File: src/hdl/sle_pkg.sv
// ----------------------------------------------------------------------------
// Serial line editor package
// Shared types, constants and character helpers for the serial line editor.
// ----------------------------------------------------------------------------
`timescale 1ns / 1ps
`default_nettype none

package sle_pkg;

  // Line buffer sizing; one slot is held back, so ROOM bytes can be stored.
  localparam int LINE_SIZE = 32;
  localparam int ROOM      = LINE_SIZE - 1;
  localparam int FILL_W    = $clog2(LINE_SIZE);
  localparam int ADDR_W    = (ROOM > 1) ? $clog2(ROOM) : 1;
  localparam int LEN_W     = 5;

  // Character codes.
  localparam logic [7:0] CH_DEL   = 8'h7f;
  localparam logic [7:0] CH_BS    = 8'h08;
  localparam logic [7:0] CH_CR    = 8'h0d;
  localparam logic [7:0] CH_LF    = 8'h0a;
  localparam logic [7:0] CH_DASH  = 8'h2d;
  localparam logic [7:0] CH_LT    = 8'h3c;
  localparam logic [7:0] CH_GT    = 8'h3e;
  localparam logic [7:0] CH_SPACE = 8'h20;

  // Configuration register indexes.
  localparam logic [1:0] CFG_TIMEOUT_ENABLE = 2'd0;
  localparam logic [1:0] CFG_TIMEOUT_TICKS  = 2'd1;
  localparam logic [1:0] CFG_ACCEPT_ANGLE   = 2'd2;

  // Request types.
  localparam logic REQ_BYTE = 1'b0;
  localparam logic REQ_TICK = 1'b1;

  typedef enum logic [1:0] {
    KIND_ECHO    = 2'd0,
    KIND_LINE    = 2'd1,
    KIND_DONE    = 2'd2,
    KIND_TIMEOUT = 2'd3
  } kind_t;

  typedef enum logic [3:0] {
    S_IDLE,
    S_TICK_CMP,
    S_ECHO,
    S_LF,
    S_SPACE,
    S_BS,
    S_LWAIT,
    S_LOUT,
    S_DONE,
    S_TOUT
  } state_t;

  typedef struct packed {
    logic       req_type;
    logic [7:0] rx_byte;
  } sle_in_t;

  typedef struct packed {
    kind_t            out_kind;
    logic [7:0]       out_byte;
    logic [LEN_W-1:0] line_length;
    logic             last;
  } sle_out_t;

  // True for the characters that go into the line buffer.
  function automatic logic is_accepted(input logic [7:0] c, input logic angle_en);
    logic res;
    res = (c == CH_SPACE) || (c == CH_DASH) ||
          (c >= 8'h30 && c <= 8'h39) ||
          (c >= 8'h41 && c <= 8'h5a) ||
          (c >= 8'h61 && c <= 8'h7a) ||
          (((c == CH_LT) || (c == CH_GT)) && angle_en);
    return res;
  endfunction

endpackage

`default_nettype wire

File: src/hdl/sle_ram.sv
// ----------------------------------------------------------------------------
// Generic RAM
// Single write port, single read port, registered read data.
// ----------------------------------------------------------------------------
`timescale 1ns / 1ps
`default_nettype none

module sle_ram #(
  parameter int WIDTH = 8,
  parameter int DEPTH = 31,
  localparam int AW   = (DEPTH > 1) ? $clog2(DEPTH) : 1
) (
  input  wire logic             clk,
  input  wire logic             wr_en,
  input  wire logic [AW-1:0]    wr_addr,
  input  wire logic [WIDTH-1:0] wr_data,
  input  wire logic [AW-1:0]    rd_addr,
  output logic      [WIDTH-1:0] rd_data
);

  logic [WIDTH-1:0] mem_r [DEPTH];

  // Write port.
  always_ff @(posedge clk) begin
    if (wr_en) begin
      mem_r[wr_addr] <= wr_data;
    end
  end

  // Registered read port.
  always_ff @(posedge clk) begin
    rd_data <= mem_r[rd_addr];
  end

endmodule

`default_nettype wire

File: src/hdl/serial_line_editor.sv
// ----------------------------------------------------------------------------
// Serial line editor
// Terminal line discipline with echo, line buffer and line timeout.
// ----------------------------------------------------------------------------
// Usage: each request on the in_ channel is a received byte or a millisecond
// tick. Results (echo bytes, line bytes, line done, timeout) leave on the out_
// channel, one per accepted transfer; the final result of a request has last
// set. A request that causes nothing produces no result.
// Registers are written through the cfg_ channel (always ready); the user must
// write them only while idle, as the block itself does not enforce it.
// A request is taken only in the idle state and is first registered; each
// result is then offered from the result register. A stored line byte passes
// through a wait state before it is offered, because the line buffer RAM has
// a registered read port. A tick does a saturating increment, then the compare
// against the limit, then offers a timeout result if the limit is exceeded.
// When the receiver stalls, the result register holds and the sequencer waits.
// Reset clears the state machine, fill index, tick count and registers; the
// line buffer contents are not cleared and need no clearing pass.
// ----------------------------------------------------------------------------
`timescale 1ns / 1ps
`default_nettype none

module serial_line_editor (
  input  wire logic              clk,
  input  wire logic              rst_n,
  input  wire logic              in_valid,
  output logic                   in_stall,
  input  wire sle_pkg::sle_in_t  in_data,
  output logic                   out_valid,
  input  wire logic              out_stall,
  output sle_pkg::sle_out_t      out_data,
  input  wire logic              cfg_valid,
  output logic                   cfg_ready,
  input  wire logic [1:0]        cfg_index,
  input  wire logic [31:0]       cfg_data
);

  sle_pkg::state_t                 state_r, state_nxt;
  logic [sle_pkg::FILL_W-1:0]      fill_r, fill_nxt;
  logic [sle_pkg::FILL_W-1:0]      k_r, k_nxt;
  logic [31:0]                     elapsed_r, elapsed_nxt;
  logic [7:0]                      byte_r, byte_nxt;
  logic                            lf_r, lf_nxt;
  logic                            bsp_r, bsp_nxt;
  logic                            line_r, line_nxt;
  logic                            out_valid_r, out_valid_nxt;
  sle_pkg::sle_out_t               out_data_r, out_data_nxt;
  logic                            tout_en_r;
  logic [31:0]                     tout_ticks_r;
  logic                            angle_en_r;

  logic                            in_accept;
  logic                            out_free;
  logic [7:0]                      c;
  logic                            has_room;
  logic                            is_bs;
  logic                            is_cr;
  logic                            is_eol;
  logic                            do_echo;
  logic                            do_lf;
  logic                            do_store;
  logic                            do_bsp;
  logic                            do_line;
  logic [sle_pkg::FILL_W-1:0]      k_inc;
  logic                            k_done;
  logic [7:0]                      rd_byte;
  sle_pkg::state_t                 line_start;
  sle_pkg::state_t                 after_echo;

  assign in_stall  = (state_r != sle_pkg::S_IDLE);
  assign cfg_ready = 1'b1;
  assign out_valid = out_valid_r;
  assign out_data  = out_data_r;

  assign in_accept = in_valid && !in_stall;
  assign out_free  = !out_valid_r || !out_stall;

  // Byte decode against the current fill index.
  assign c        = in_data.rx_byte;
  assign has_room = (fill_r < sle_pkg::FILL_W'(sle_pkg::ROOM));
  assign is_bs    = (c == sle_pkg::CH_BS) || (c == sle_pkg::CH_DEL);
  assign is_cr    = (c == sle_pkg::CH_CR);
  assign is_eol   = is_cr || (c == sle_pkg::CH_LF);
  assign do_echo  = has_room ? !((fill_r == '0) && is_bs) : (c == sle_pkg::CH_DEL);
  assign do_lf    = has_room && is_cr;
  assign do_store = has_room && sle_pkg::is_accepted(c, angle_en_r);
  assign do_bsp   = !do_store && is_bs && (fill_r != '0);
  assign do_line  = !do_store && !do_bsp && is_eol;

  // Line walk counter.
  assign k_inc  = k_r + 1'b1;
  assign k_done = (k_inc >= fill_r);

  // Where the line output begins, and what follows the echo of the byte.
  assign line_start = (fill_r != '0) ? sle_pkg::S_LWAIT : sle_pkg::S_DONE;
  always_comb begin
    if (bsp_r) begin
      after_echo = sle_pkg::S_SPACE;
    end else if (line_r) begin
      after_echo = line_start;
    end else begin
      after_echo = sle_pkg::S_IDLE;
    end
  end

  // Line buffer.
  sle_ram #(
    .WIDTH (8),
    .DEPTH (sle_pkg::ROOM)
  ) u_line_ram (
    .clk     (clk),
    .wr_en   (in_accept && (in_data.req_type == sle_pkg::REQ_BYTE) && do_store),
    .wr_addr (fill_r[sle_pkg::ADDR_W-1:0]),
    .wr_data (c),
    .rd_addr (k_r[sle_pkg::ADDR_W-1:0]),
    .rd_data (rd_byte)
  );

  // Next state.
  always_comb begin
    state_nxt = state_r;
    case (state_r)
      sle_pkg::S_IDLE: begin
        if (in_accept) begin
          if (in_data.req_type == sle_pkg::REQ_TICK) begin
            state_nxt = sle_pkg::S_TICK_CMP;
          end else if (do_echo) begin
            state_nxt = sle_pkg::S_ECHO;
          end else if (do_bsp) begin
            state_nxt = sle_pkg::S_SPACE;
          end else if (do_line) begin
            state_nxt = line_start;
          end
        end
      end
      sle_pkg::S_TICK_CMP: begin
        if (tout_en_r && (elapsed_r > tout_ticks_r)) begin
          state_nxt = sle_pkg::S_TOUT;
        end else begin
          state_nxt = sle_pkg::S_IDLE;
        end
      end
      sle_pkg::S_ECHO: begin
        if (out_free) begin
          state_nxt = lf_r ? sle_pkg::S_LF : after_echo;
        end
      end
      sle_pkg::S_LF: begin
        if (out_free) begin
          state_nxt = line_r ? line_start : sle_pkg::S_IDLE;
        end
      end
      sle_pkg::S_SPACE: begin
        if (out_free) begin
          state_nxt = sle_pkg::S_BS;
        end
      end
      sle_pkg::S_LWAIT: begin
        state_nxt = sle_pkg::S_LOUT;
      end
      sle_pkg::S_LOUT: begin
        if (out_free) begin
          state_nxt = k_done ? sle_pkg::S_DONE : sle_pkg::S_LWAIT;
        end
      end
      sle_pkg::S_BS, sle_pkg::S_DONE, sle_pkg::S_TOUT: begin
        if (out_free) begin
          state_nxt = sle_pkg::S_IDLE;
        end
      end
      default: begin
        state_nxt = sle_pkg::S_IDLE;
      end
    endcase
  end

  // Datapath updates and result generation.
  always_comb begin
    fill_nxt      = fill_r;
    k_nxt         = k_r;
    elapsed_nxt   = elapsed_r;
    byte_nxt      = byte_r;
    lf_nxt        = lf_r;
    bsp_nxt       = bsp_r;
    line_nxt      = line_r;
    out_valid_nxt = out_valid_r && out_stall;
    out_data_nxt  = out_data_r;
    case (state_r)
      sle_pkg::S_IDLE: begin
        if (in_accept) begin
          if (in_data.req_type == sle_pkg::REQ_TICK) begin
            if (elapsed_r != '1) begin
              elapsed_nxt = elapsed_r + 32'd1;
            end
          end else begin
            // The byte is kept, since the sender may move on once it is taken.
            byte_nxt = c;
            lf_nxt   = do_lf;
            bsp_nxt  = do_bsp;
            line_nxt = do_line;
            k_nxt    = '0;
            if (do_store) begin
              fill_nxt = fill_r + 1'b1;
            end
            if (do_bsp) begin
              fill_nxt = fill_r - 1'b1;
            end
            if (do_line) begin
              elapsed_nxt = '0;
            end
          end
        end
      end
      sle_pkg::S_ECHO: begin
        if (out_free) begin
          out_valid_nxt = 1'b1;
          out_data_nxt  = '{sle_pkg::KIND_ECHO, byte_r, '0, !lf_r && !bsp_r && !line_r};
        end
      end
      sle_pkg::S_LF: begin
        if (out_free) begin
          out_valid_nxt = 1'b1;
          out_data_nxt  = '{sle_pkg::KIND_ECHO, sle_pkg::CH_LF, '0, !line_r};
        end
      end
      sle_pkg::S_SPACE: begin
        if (out_free) begin
          out_valid_nxt = 1'b1;
          out_data_nxt  = '{sle_pkg::KIND_ECHO, sle_pkg::CH_SPACE, '0, 1'b0};
        end
      end
      sle_pkg::S_BS: begin
        if (out_free) begin
          out_valid_nxt = 1'b1;
          out_data_nxt  = '{sle_pkg::KIND_ECHO, sle_pkg::CH_BS, '0, 1'b1};
        end
      end
      sle_pkg::S_LOUT: begin
        if (out_free) begin
          out_valid_nxt = 1'b1;
          out_data_nxt  = '{sle_pkg::KIND_LINE, rd_byte, '0, 1'b0};
          k_nxt         = k_inc;
        end
      end
      sle_pkg::S_DONE: begin
        if (out_free) begin
          out_valid_nxt = 1'b1;
          out_data_nxt  = '{sle_pkg::KIND_DONE, 8'd0, sle_pkg::LEN_W'(fill_r), 1'b1};
          fill_nxt      = '0;
        end
      end
      sle_pkg::S_TOUT: begin
        if (out_free) begin
          out_valid_nxt = 1'b1;
          out_data_nxt  = '{sle_pkg::KIND_TIMEOUT, 8'd0, '0, 1'b1};
          fill_nxt      = '0;
          elapsed_nxt   = '0;
        end
      end
      default: begin
      end
    endcase
  end

  // Control registers.
  always_ff @(posedge clk) begin
    if (!rst_n) begin
      state_r     <= sle_pkg::S_IDLE;
      fill_r      <= '0;
      elapsed_r   <= '0;
      out_valid_r <= 1'b0;
    end else begin
      state_r     <= state_nxt;
      fill_r      <= fill_nxt;
      elapsed_r   <= elapsed_nxt;
      out_valid_r <= out_valid_nxt;
    end
  end

  // Per-request flags, walk counter and result payload.
  always_ff @(posedge clk) begin
    k_r        <= k_nxt;
    byte_r     <= byte_nxt;
    lf_r       <= lf_nxt;
    bsp_r      <= bsp_nxt;
    line_r     <= line_nxt;
    out_data_r <= out_data_nxt;
  end

  // Configuration registers.
  always_ff @(posedge clk) begin
    if (!rst_n) begin
      tout_en_r    <= 1'b0;
      tout_ticks_r <= '0;
      angle_en_r   <= 1'b1;
    end else if (cfg_valid && cfg_ready) begin
      case (cfg_index)
        sle_pkg::CFG_TIMEOUT_ENABLE: tout_en_r    <= cfg_data[0];
        sle_pkg::CFG_TIMEOUT_TICKS:  tout_ticks_r <= cfg_data;
        sle_pkg::CFG_ACCEPT_ANGLE:   angle_en_r   <= cfg_data[0];
        default: begin
        end
      endcase
    end
  end

endmodule

`default_nettype wire

File: config.mk
export PLATFORM = sky130hd
export DESIGN_NAME = serial_line_editor
export DESIGN_NICKNAME = d
export VERILOG_FILES = /design/src/hdl/sle_pkg.sv /design/src/hdl/sle_ram.sv /design/src/hdl/serial_line_editor.sv
export SDC_FILE = /design/constraint.sdc
export NUM_CORES = 1
export LEC_CHECK = 0
export BUFFER_PORTS_ARGS = -buffer_cell sky130_fd_sc_hd__buf_2
export CAP_MARGIN = 30
export CORE_ASPECT_RATIO = 1.5
export CORE_MARGIN = 2
export CORE_UTILIZATION = 42
export CTS_BUF_LIST = sky130_fd_sc_hd__clkbuf_4 sky130_fd_sc_hd__clkbuf_8
export DETAILED_ROUTE_END_ITERATION = 6
export GPL_TIMING_DRIVEN = 0
export PLACE_DENSITY = 0.58
export SLEW_MARGIN = 20
export SYNTH_ARGS = -nofsm -noshare
export SYNTH_HDL_FRONTEND = slang
export SYNTH_SLANG_ARGS = --single-unit
File: constraint.sdc
create_clock -name clk -period 3.9 [get_ports clk]
set_input_delay 0.39 -clock clk [delete_from_list [all_inputs] [get_ports clk]]
set_output_delay 0.39 -clock clk [all_outputs]
set_load 0.01 [all_outputs]
==> impl_metrics.py, run 1 <==
metrics = {
    "status": {
        "outcome": "finished, final reports clean",
    },
    "drt": {
        "drt_pass1_iterations": 5,
        "drt_iter0_drc": 722,
        "detailroute.via_count": 10900,
        "post_drt_wl_per_cell_um": 21.9,
        "drt-vias-per-instance": 5.67,
        "drc": 0,
        "antenna_violating_nets_post_route": 0,
        "wl_um": 41900,
    },
    "pwr": {
        "p_switching_mw": 2.78,
        "power.share.combinational_pct": 18.7,
        "total_power_per_unit_cell_area_nw_per_um2": 520,
        "cell_internal_pwr_mw": 6.74,
        "switching_share_pct": 29.2,
        "leakage_nw": 6.29,
        "power.clock.fraction_pct": 33.6,
        "sequentialPowerShare_pct": 47.8,
        "peakVddDrop_uv": 281,
        "post-layout-total-power_mw": 9.52,
    },
    "worst_setup_path": {
        "cell_with_the_largest_stage_delay_on_the_worst_path": "clkbuf_1",
        "maximum_fanout_along_the_worst_path": 10,
        "crit_path_cell_trace": "clkbuf_1, clkbuf_2, clkbuf_2, nand3_1, xnor2_1, ha_1, nand2_1, o21ai_0, nand2_1, a21oi_1, or3b_2, a31oi_1",
        "cpLargestDelayFamily": "buffers and inverters",
        "peak_per_stage_delay_on_the_critical_path_ns": 0.53,
        "cp_data_required_time_ns": 4.43,
        "crit_arrival_ns": 4.12,
        "setup.worst_path.end_class": "flop",
        "setup.worst_path.start_class": "flop",
        "worst_setup_path_category": "flop to flop",
        "timing.critical_path.buf_inv": 3,
    },
    "clock_tree": {
        "tritoncts_clock_tree": "yes",
        "cts_htree_levels": 2,
        "path_clk_slew_ns": 0.07,
        "setup_fix_bufs_post_cts": 0,
        "tritoncts.num_buffers": 52,
        "clock_tree.buffer_depth": 3,
        "clk_root_buffer_cell": "clkbuf_8",
        "clock_insertion_delay_worst_skew_ns": 0.63,
        "cts_sinks": 364,
    },
    "sta": {
        "grt_setup_unrepaired": "no",
        "drv_slew": 0,
        "worst_pin_slew_ns": 0.911,
        "maxSlewHeadroom_pct": 38.9,
        "min_period_ns": 3.59,
        "final-hold-violation-count": 0,
        "setup_ws_ns": 0.306,
        "fin_worst_hold_slack_ns": 0.0317,
        "report.final.setup_viol": 0,
        "final.setup_skew_ns": 0.0398,
        "min_period_over_period_pct": 92.2,
        "clock.fmax_mhz": 278,
    },
    "grt": {
        "track_usage_pct": 21.2,
        "antenna_found_initial": 1,
        "grt_max_degree": 41,
        "wire_length_of_the_first_global_routing_pass_um": 63600,
        "total_overflow_reported_by_the_global_router": 0,
        "grt_pass1_vias": 11000,
    },
    "floorplanning": {
        "die_w_um": 164,
        "pin_count": 67,
        "design.die.area_um2": 39800,
        "chipHeight_um": 243,
        "placeable_core_region_um2": 37700,
        "rows": 87,
        "initial_core_util_pct": 42.6,
    },
    "synthesis": {
        "netlist.top_cell.by_area": "edfxtp_1",
        "synthDistinctLibCells": 74,
        "synth_top_area_share_pct": 52.4,
        "synthesis.instances": 1245,
        "synth-async-reset-ratio_pct": 0,
        "post_synth_most_frequent_cells": "edfxtp_1 (280), nand2_1 (154), a21oi_1 (87)",
        "synth_enable_flop_cells": 280,
        "yosys-top-cells-area": "edfxtp_1 (52%), dfxtp_1 (10%), mux4_2 (6.3%)",
        "yosysWarnings": 0,
        "syn-cell-area_um2": 16000,
        "synth.ff_latch_count": 364,
        "syn-num-nets": 1336,
        "post_synth.cell_area_avg_um2": 12.9,
        "yosysSeqAreaShare_pct": 62.9,
        "ys_dominant_reg_cell": "edfxtp_1",
        "post-synth-top-count-cell": "edfxtp_1",
    },
    "place": {
        "place.gp.congestion": 0.898,
        "post-place-ws_ns": -0.134,
        "portBuffers": 65,
        "detailed_place.area_um2": 17100,
        "place_hpwl_um": 29800,
    },
    "cells_and_area": {
        "post-route-cell-area_um2": 18300,
        "num-nets-final": 1475,
        "post_route_cells_drive_above_1_share_pct": 16.7,
        "syn2layout_area_growth_pct": 14.1,
    },
    "run": {
        "max-cap-violations": 0,
    },
    "hold_path": {
        "hold_path.class": "input pin to flop",
    },
}
sequential cells by signal, summed over array words and instances, names as in the netlist:
signal              count
bsp_r                   1
fill_r                  5
k_r                     5
state_r                 4
lf_r                    1
out_valid               1
elapsed_r              32
byte_r                  8
tout_en_r               1
u_line_ram.rd_data      8
line_r                  1
out_data               16
tout_ticks_r           32
u_line_ram.mem_r      248
angle_en_r              1
stage by stage:
stage	instances	utilization, %	TNS, ns
detailed placement	1805	45.3	-0.231
finish	1915	48.6	0
CTS	1914	48.6	0
global route	1915	48.6	0
global placement	1799	45.1	-7.19
floorplan	1245	-	0
final cells by class:
| type | count | area [µm²] |
|---|---|---|
| fill | 3427 | 19300 |
| sequential | 364 | 10100 |
| multi-input combinational | 774 | 5570 |
| clock buffer | 71 | 902 |
| tap | 489 | 612 |
| timing repair buffer | 86 | 523 |
| buffer | 60 | 250 |
| clock inverter | 24 | 196 |
| inverter | 46 | 173 |
| antenna | 1 | 2.50 |
worst register-to-register path, delay by kind of cell, from the launching register on:
kind,cells,cell delay [ns]
buffers and inverters,3,1.31
AND/OR/NAND/NOR,4,0.82
AO/OA/AOI/OAI,3,0.44
flip-flops,1,0.36
XOR/XNOR,1,0.30
adder cells (fa/ha/maj),1,0.29
power groups by stage:
stage	registers, mW	logic, mW	clock network (mW)
6_report	4.55	1.78	3.20
3_5_place_dp	4.63	1.76	0
4_1_cts	4.55	1.78	3.26
3_3_place_gp	4.63	1.72	0
2_1_floorplan	4.63	1.03	0
5_1_grt	4.57	1.93	3.41
routing by layer:
metal  wire length (µm)  up-vias  GRT usage (%)
li1                   -     5028              -
met1              15400     5345           23.2
met2              22500      363           39.5
met3               1790      114           2.81
met4               2230        0           11.0
met5                  0        -              0
cell usage in the layout, fill, tap and decap left out, types with 10 or more instances in the layout:
cell and instances:
edfxtp_1 280, nand2_1 154, a21oi_1 87, dfxtp_1 84, buf_2 75, nor2_1 62
o21ai_0 59, clkbuf_8 59, mux2i_1 46, inv_1 45, mux4_2 45, clkbuf_1 43
ha_1 42, nand3_1 31, o221ai_1 24, nor3_1 21, and3_1 16, dlygate4sd3_1 14
nand4_1 13, nand2b_1 12, clkbuf_4 12, nand3b_1 11, a31oi_1 11, clkinv_1 10
or4_1 10, and2_1 10, clkinv_2 10
logic make-up (layout without fill, tap and decap cells):
group	Yosys count	after routing	share of synthesized area, %
simple gates	397	397	12.2
flops	364	364	62.9
compound gates	235	235	9.26
buf+inv	107	287	2.64
mux	92	92	9.26
fa+ha+maj	43	43	3.40
xor+xnor	6	6	0.328
other cells	1	2	0.0234
path summary, 6_finish.rpt:
| kind | start | endpoint | slack [ns] | depth (start not counted) |
|---|---|---|---|---|
| hold reg to reg | tout_ticks_r[19] | tout_ticks_r[19] | 0.45 | 2 |
| setup / recovery | k_r[1] | state_r[2] | 0.31 | 12 |
| setup reg to reg | k_r[1] | state_r[2] | 0.31 | 12 |
| hold / removal | cfg_data[21] | tout_ticks_r[21] | 0.03 | 3 |
repair_timing:
item	4_1_cts	5_1_grt
endpoints found under the hold margin	14	0
setup endpoints to repair	2	2
hold buffers	14	0
resized for setup	1	2
No activity file was read; power rests on OpenSTA's default activity.
==> run 2, diff against run 1 <==
--- a/config.mk
+++ b/config.mk
@@ -7,14 +7,16 @@
 export LEC_CHECK = 0
 export BUFFER_PORTS_ARGS = -buffer_cell sky130_fd_sc_hd__buf_2
 export CAP_MARGIN = 30
+export CELL_PAD_IN_SITES_DETAIL_PLACEMENT = 1
+export CELL_PAD_IN_SITES_GLOBAL_PLACEMENT = 2
 export CORE_ASPECT_RATIO = 1.5
 export CORE_MARGIN = 2
 export CORE_UTILIZATION = 42
 export CTS_BUF_LIST = sky130_fd_sc_hd__clkbuf_4 sky130_fd_sc_hd__clkbuf_8
 export DETAILED_ROUTE_END_ITERATION = 6
 export GPL_TIMING_DRIVEN = 0
-export PLACE_DENSITY = 0.58
-export SLEW_MARGIN = 20
+export PLACE_DENSITY = 0.77
+export SLEW_MARGIN = 40
 export SYNTH_ARGS = -nofsm -noshare
 export SYNTH_HDL_FRONTEND = slang
 export SYNTH_SLANG_ARGS = --single-unit
==> run 2 against run 1 <==
Worst setup slack improved by 0.18 ns. Worst hold slack improved by 0.0053 ns. Sequential power hardly changed. Core utilization grew 0.48 points. First-iteration DRC count decreased by 13%. Total power is 2.9% higher. Die area did not move. Clock skew shrank 0.0032 ns. Clock-buffer cell count rose by 3. Sequential cell count stayed put. Final cell count is 0.57% higher. Design area grew 0.98%. Largest cell class unchanged.
==> impl_metrics.py, run 2 (synthesis results as in run 1) <==
metrics = {
    "floorplanning": {
        "initial_core_util_pct": 42.6,
        "rows": 87,
        "placeable_core_region_um2": 37700,
        "pin_count": 67,
        "chipHeight_um": 243,
        "design.die.area_um2": 39800,
        "die_w_um": 164,
    },
    "run": {
        "max-cap-violations": 0,
    },
    "sta": {
        "final-hold-violation-count": 0,
        "worst_pin_slew_ns": 0.827,
        "final.setup_skew_ns": 0.0366,
        "report.final.setup_viol": 0,
        "drv_slew": 0,
        "min_period_over_period_pct": 87.5,
        "sum_of_negative_setup_slack_ns": 0,
        "grt_setup_unrepaired": "no",
        "min_period_ns": 3.41,
        "clock.fmax_mhz": 293,
        "maxSlewHeadroom_pct": 44.9,
        "fin_worst_hold_slack_ns": 0.0369,
        "setup_ws_ns": 0.486,
    },
    "pwr": {
        "total_power_per_unit_cell_area_nw_per_um2": 530,
        "leakage_nw": 6.37,
        "peakVddDrop_uv": 270,
        "post-layout-total-power_mw": 9.80,
    },
    "clock_tree": {
        "path_clk_slew_ns": 0.07,
        "clock_tree.buffer_depth": 3,
        "setup_fix_bufs_post_cts": 0,
        "tritoncts_clock_tree": "yes",
        "clk_root_buffer_cell": "clkbuf_8",
        "clock_insertion_delay_worst_skew_ns": 0.62,
        "cts_sinks": 364,
        "cts_htree_levels": 2,
        "tritoncts.num_buffers": 54,
    },
    "place": {
        "place.gp.congestion": 0.854,
        "post-place-ws_ns": -0.295,
        "place_hpwl_um": 32900,
        "portBuffers": 65,
        "detailed_place.area_um2": 17100,
        "dp_cells": 1803,
    },
    "cells_and_area": {
        "post_route_cells_drive_above_1_share_pct": 17.2,
        "flip_flop_count_of_the_largest_register_all_copies_and_words_added": 248,
        "multi_input_area_um2": 5590,
        "top_register": "u_line_ram.mem_r",
        "final_core_util_pct": 49.1,
        "antenna-diode-count": 0,
        "num-nets-final": 1483,
        "syn2layout_area_growth_pct": 15.3,
        "post-route-cell-area_um2": 18500,
        "register_area_um2": 10100,
        "mostFrequentLayoutCells": "edfxtp_1 (280), nand2_1 (154), a21oi_1 (87)",
        "reg_top3": "u_line_ram.mem_r: 248 flops, elapsed_r: 32 flops, tout_ticks_r: 32 flops",
        "final_cell_count_no_fill": 1926,
        "layout.filler_cells": 3967,
        "layout.cells.most_common": "edfxtp_1",
    },
    "worst_setup_path": {
        "worst_setup_path_category": "flop to flop",
        "crit_arrival_ns": 3.93,
        "maximum_fanout_along_the_worst_path": 10,
        "timing.critical_path.buf_inv": 2,
        "cp_data_required_time_ns": 4.41,
        "setup.worst_path.start_class": "flop",
        "cell_with_the_largest_stage_delay_on_the_worst_path": "clkbuf_1",
        "crit_path_cell_trace": "clkbuf_1, clkbuf_1, xor2_1, ha_1, a21o_1, a31oi_1, o21ai_0, nand2_1, a21oi_1, or3b_2, a31oi_1",
        "cpLargestDelayFamily": "buffers and inverters",
        "setup.worst_path.end_class": "flop",
        "peak_per_stage_delay_on_the_critical_path_ns": 0.54,
    },
    "drt": {
        "drt_pass1_iterations": 5,
        "drt-vias-per-instance": 5.67,
        "detailroute.via_count": 10900,
        "antenna_violating_nets_post_route": 0,
        "drt_iter0_drc": 628,
        "post_drt_wl_per_cell_um": 23.5,
        "wl_um": 45200,
        "drc": 0,
    },
    "grt": {
        "antenna_found_initial": 0,
        "total_overflow_reported_by_the_global_router": 0,
        "grt_max_degree": 41,
        "wire_length_of_the_first_global_routing_pass_um": 69800,
        "track_usage_pct": 23.3,
        "grt_pass1_vias": 11800,
    },
    "hold_path": {
        "hold_path.class": "input pin to flop",
    },
    "status": {
        "outcome": "finished, final reports clean",
    },
}
[run 2: report_power, final]
group / internal (mW) / switching, mW
sequential: 4.42 / 0.123
clock: 1.93 / 1.52
combinational: 0.602 / 1.20
[run 2: what timing repair did]
| item | CTS | global route |
|---|---|---|
| endpoints found under the setup margin | 2 | 2 |
| gates resized for setup | 2 | 2 |
| endpoints found under the hold margin | 23 | 0 |
| pin swaps | 0 | 0 |
| hold buffers | 23 | 0 |
[run 2: path summary, 6_finish.rpt]
path | startpoint | end | slack, ns | cells past startpoint
setup / recovery | k_r[2] | state_r[1] | 0.49 | 11
hold / removal | cfg_data[21] | tout_ticks_r[21] | 0.04 | 3
setup reg to reg | k_r[2] | state_r[1] | 0.49 | 11
hold reg to reg | tout_ticks_r[19] | tout_ticks_r[19] | 0.45 | 2
[run 2: final cells by class]
class,instances,share of cell area (%)
buffer,60,1.37
clock buffer,74,4.97
clock inverter,27,1.52
inverter,46,0.934
multi-input combinational,774,30.2
sequential,364,54.6
tap,489,3.31
timing repair buffer,92,3.11
[run 2: worst register-to-register path, stage by stage, from the launching register on]
cell and delay [ns]:
edfxtp_1 0.33, clkbuf_1 0.41, clkbuf_1 0.54, xor2_1 0.27, ha_1 0.29, a21o_1 0.16, a31oi_1 0.14, o21ai_0 0.27
nand2_1 0.15, a21oi_1 0.08, or3b_2 0.48, a31oi_1 0.21
[run 2: routing by layer]
metal	vias to the layer above	wire, µm	GRT usage (%)
li1	5041	-	-
met5	-	0	0
met1	5522	16600	25.0
met3	113	1520	2.95
met4	0	2420	11.9
met2	253	24700	44.1
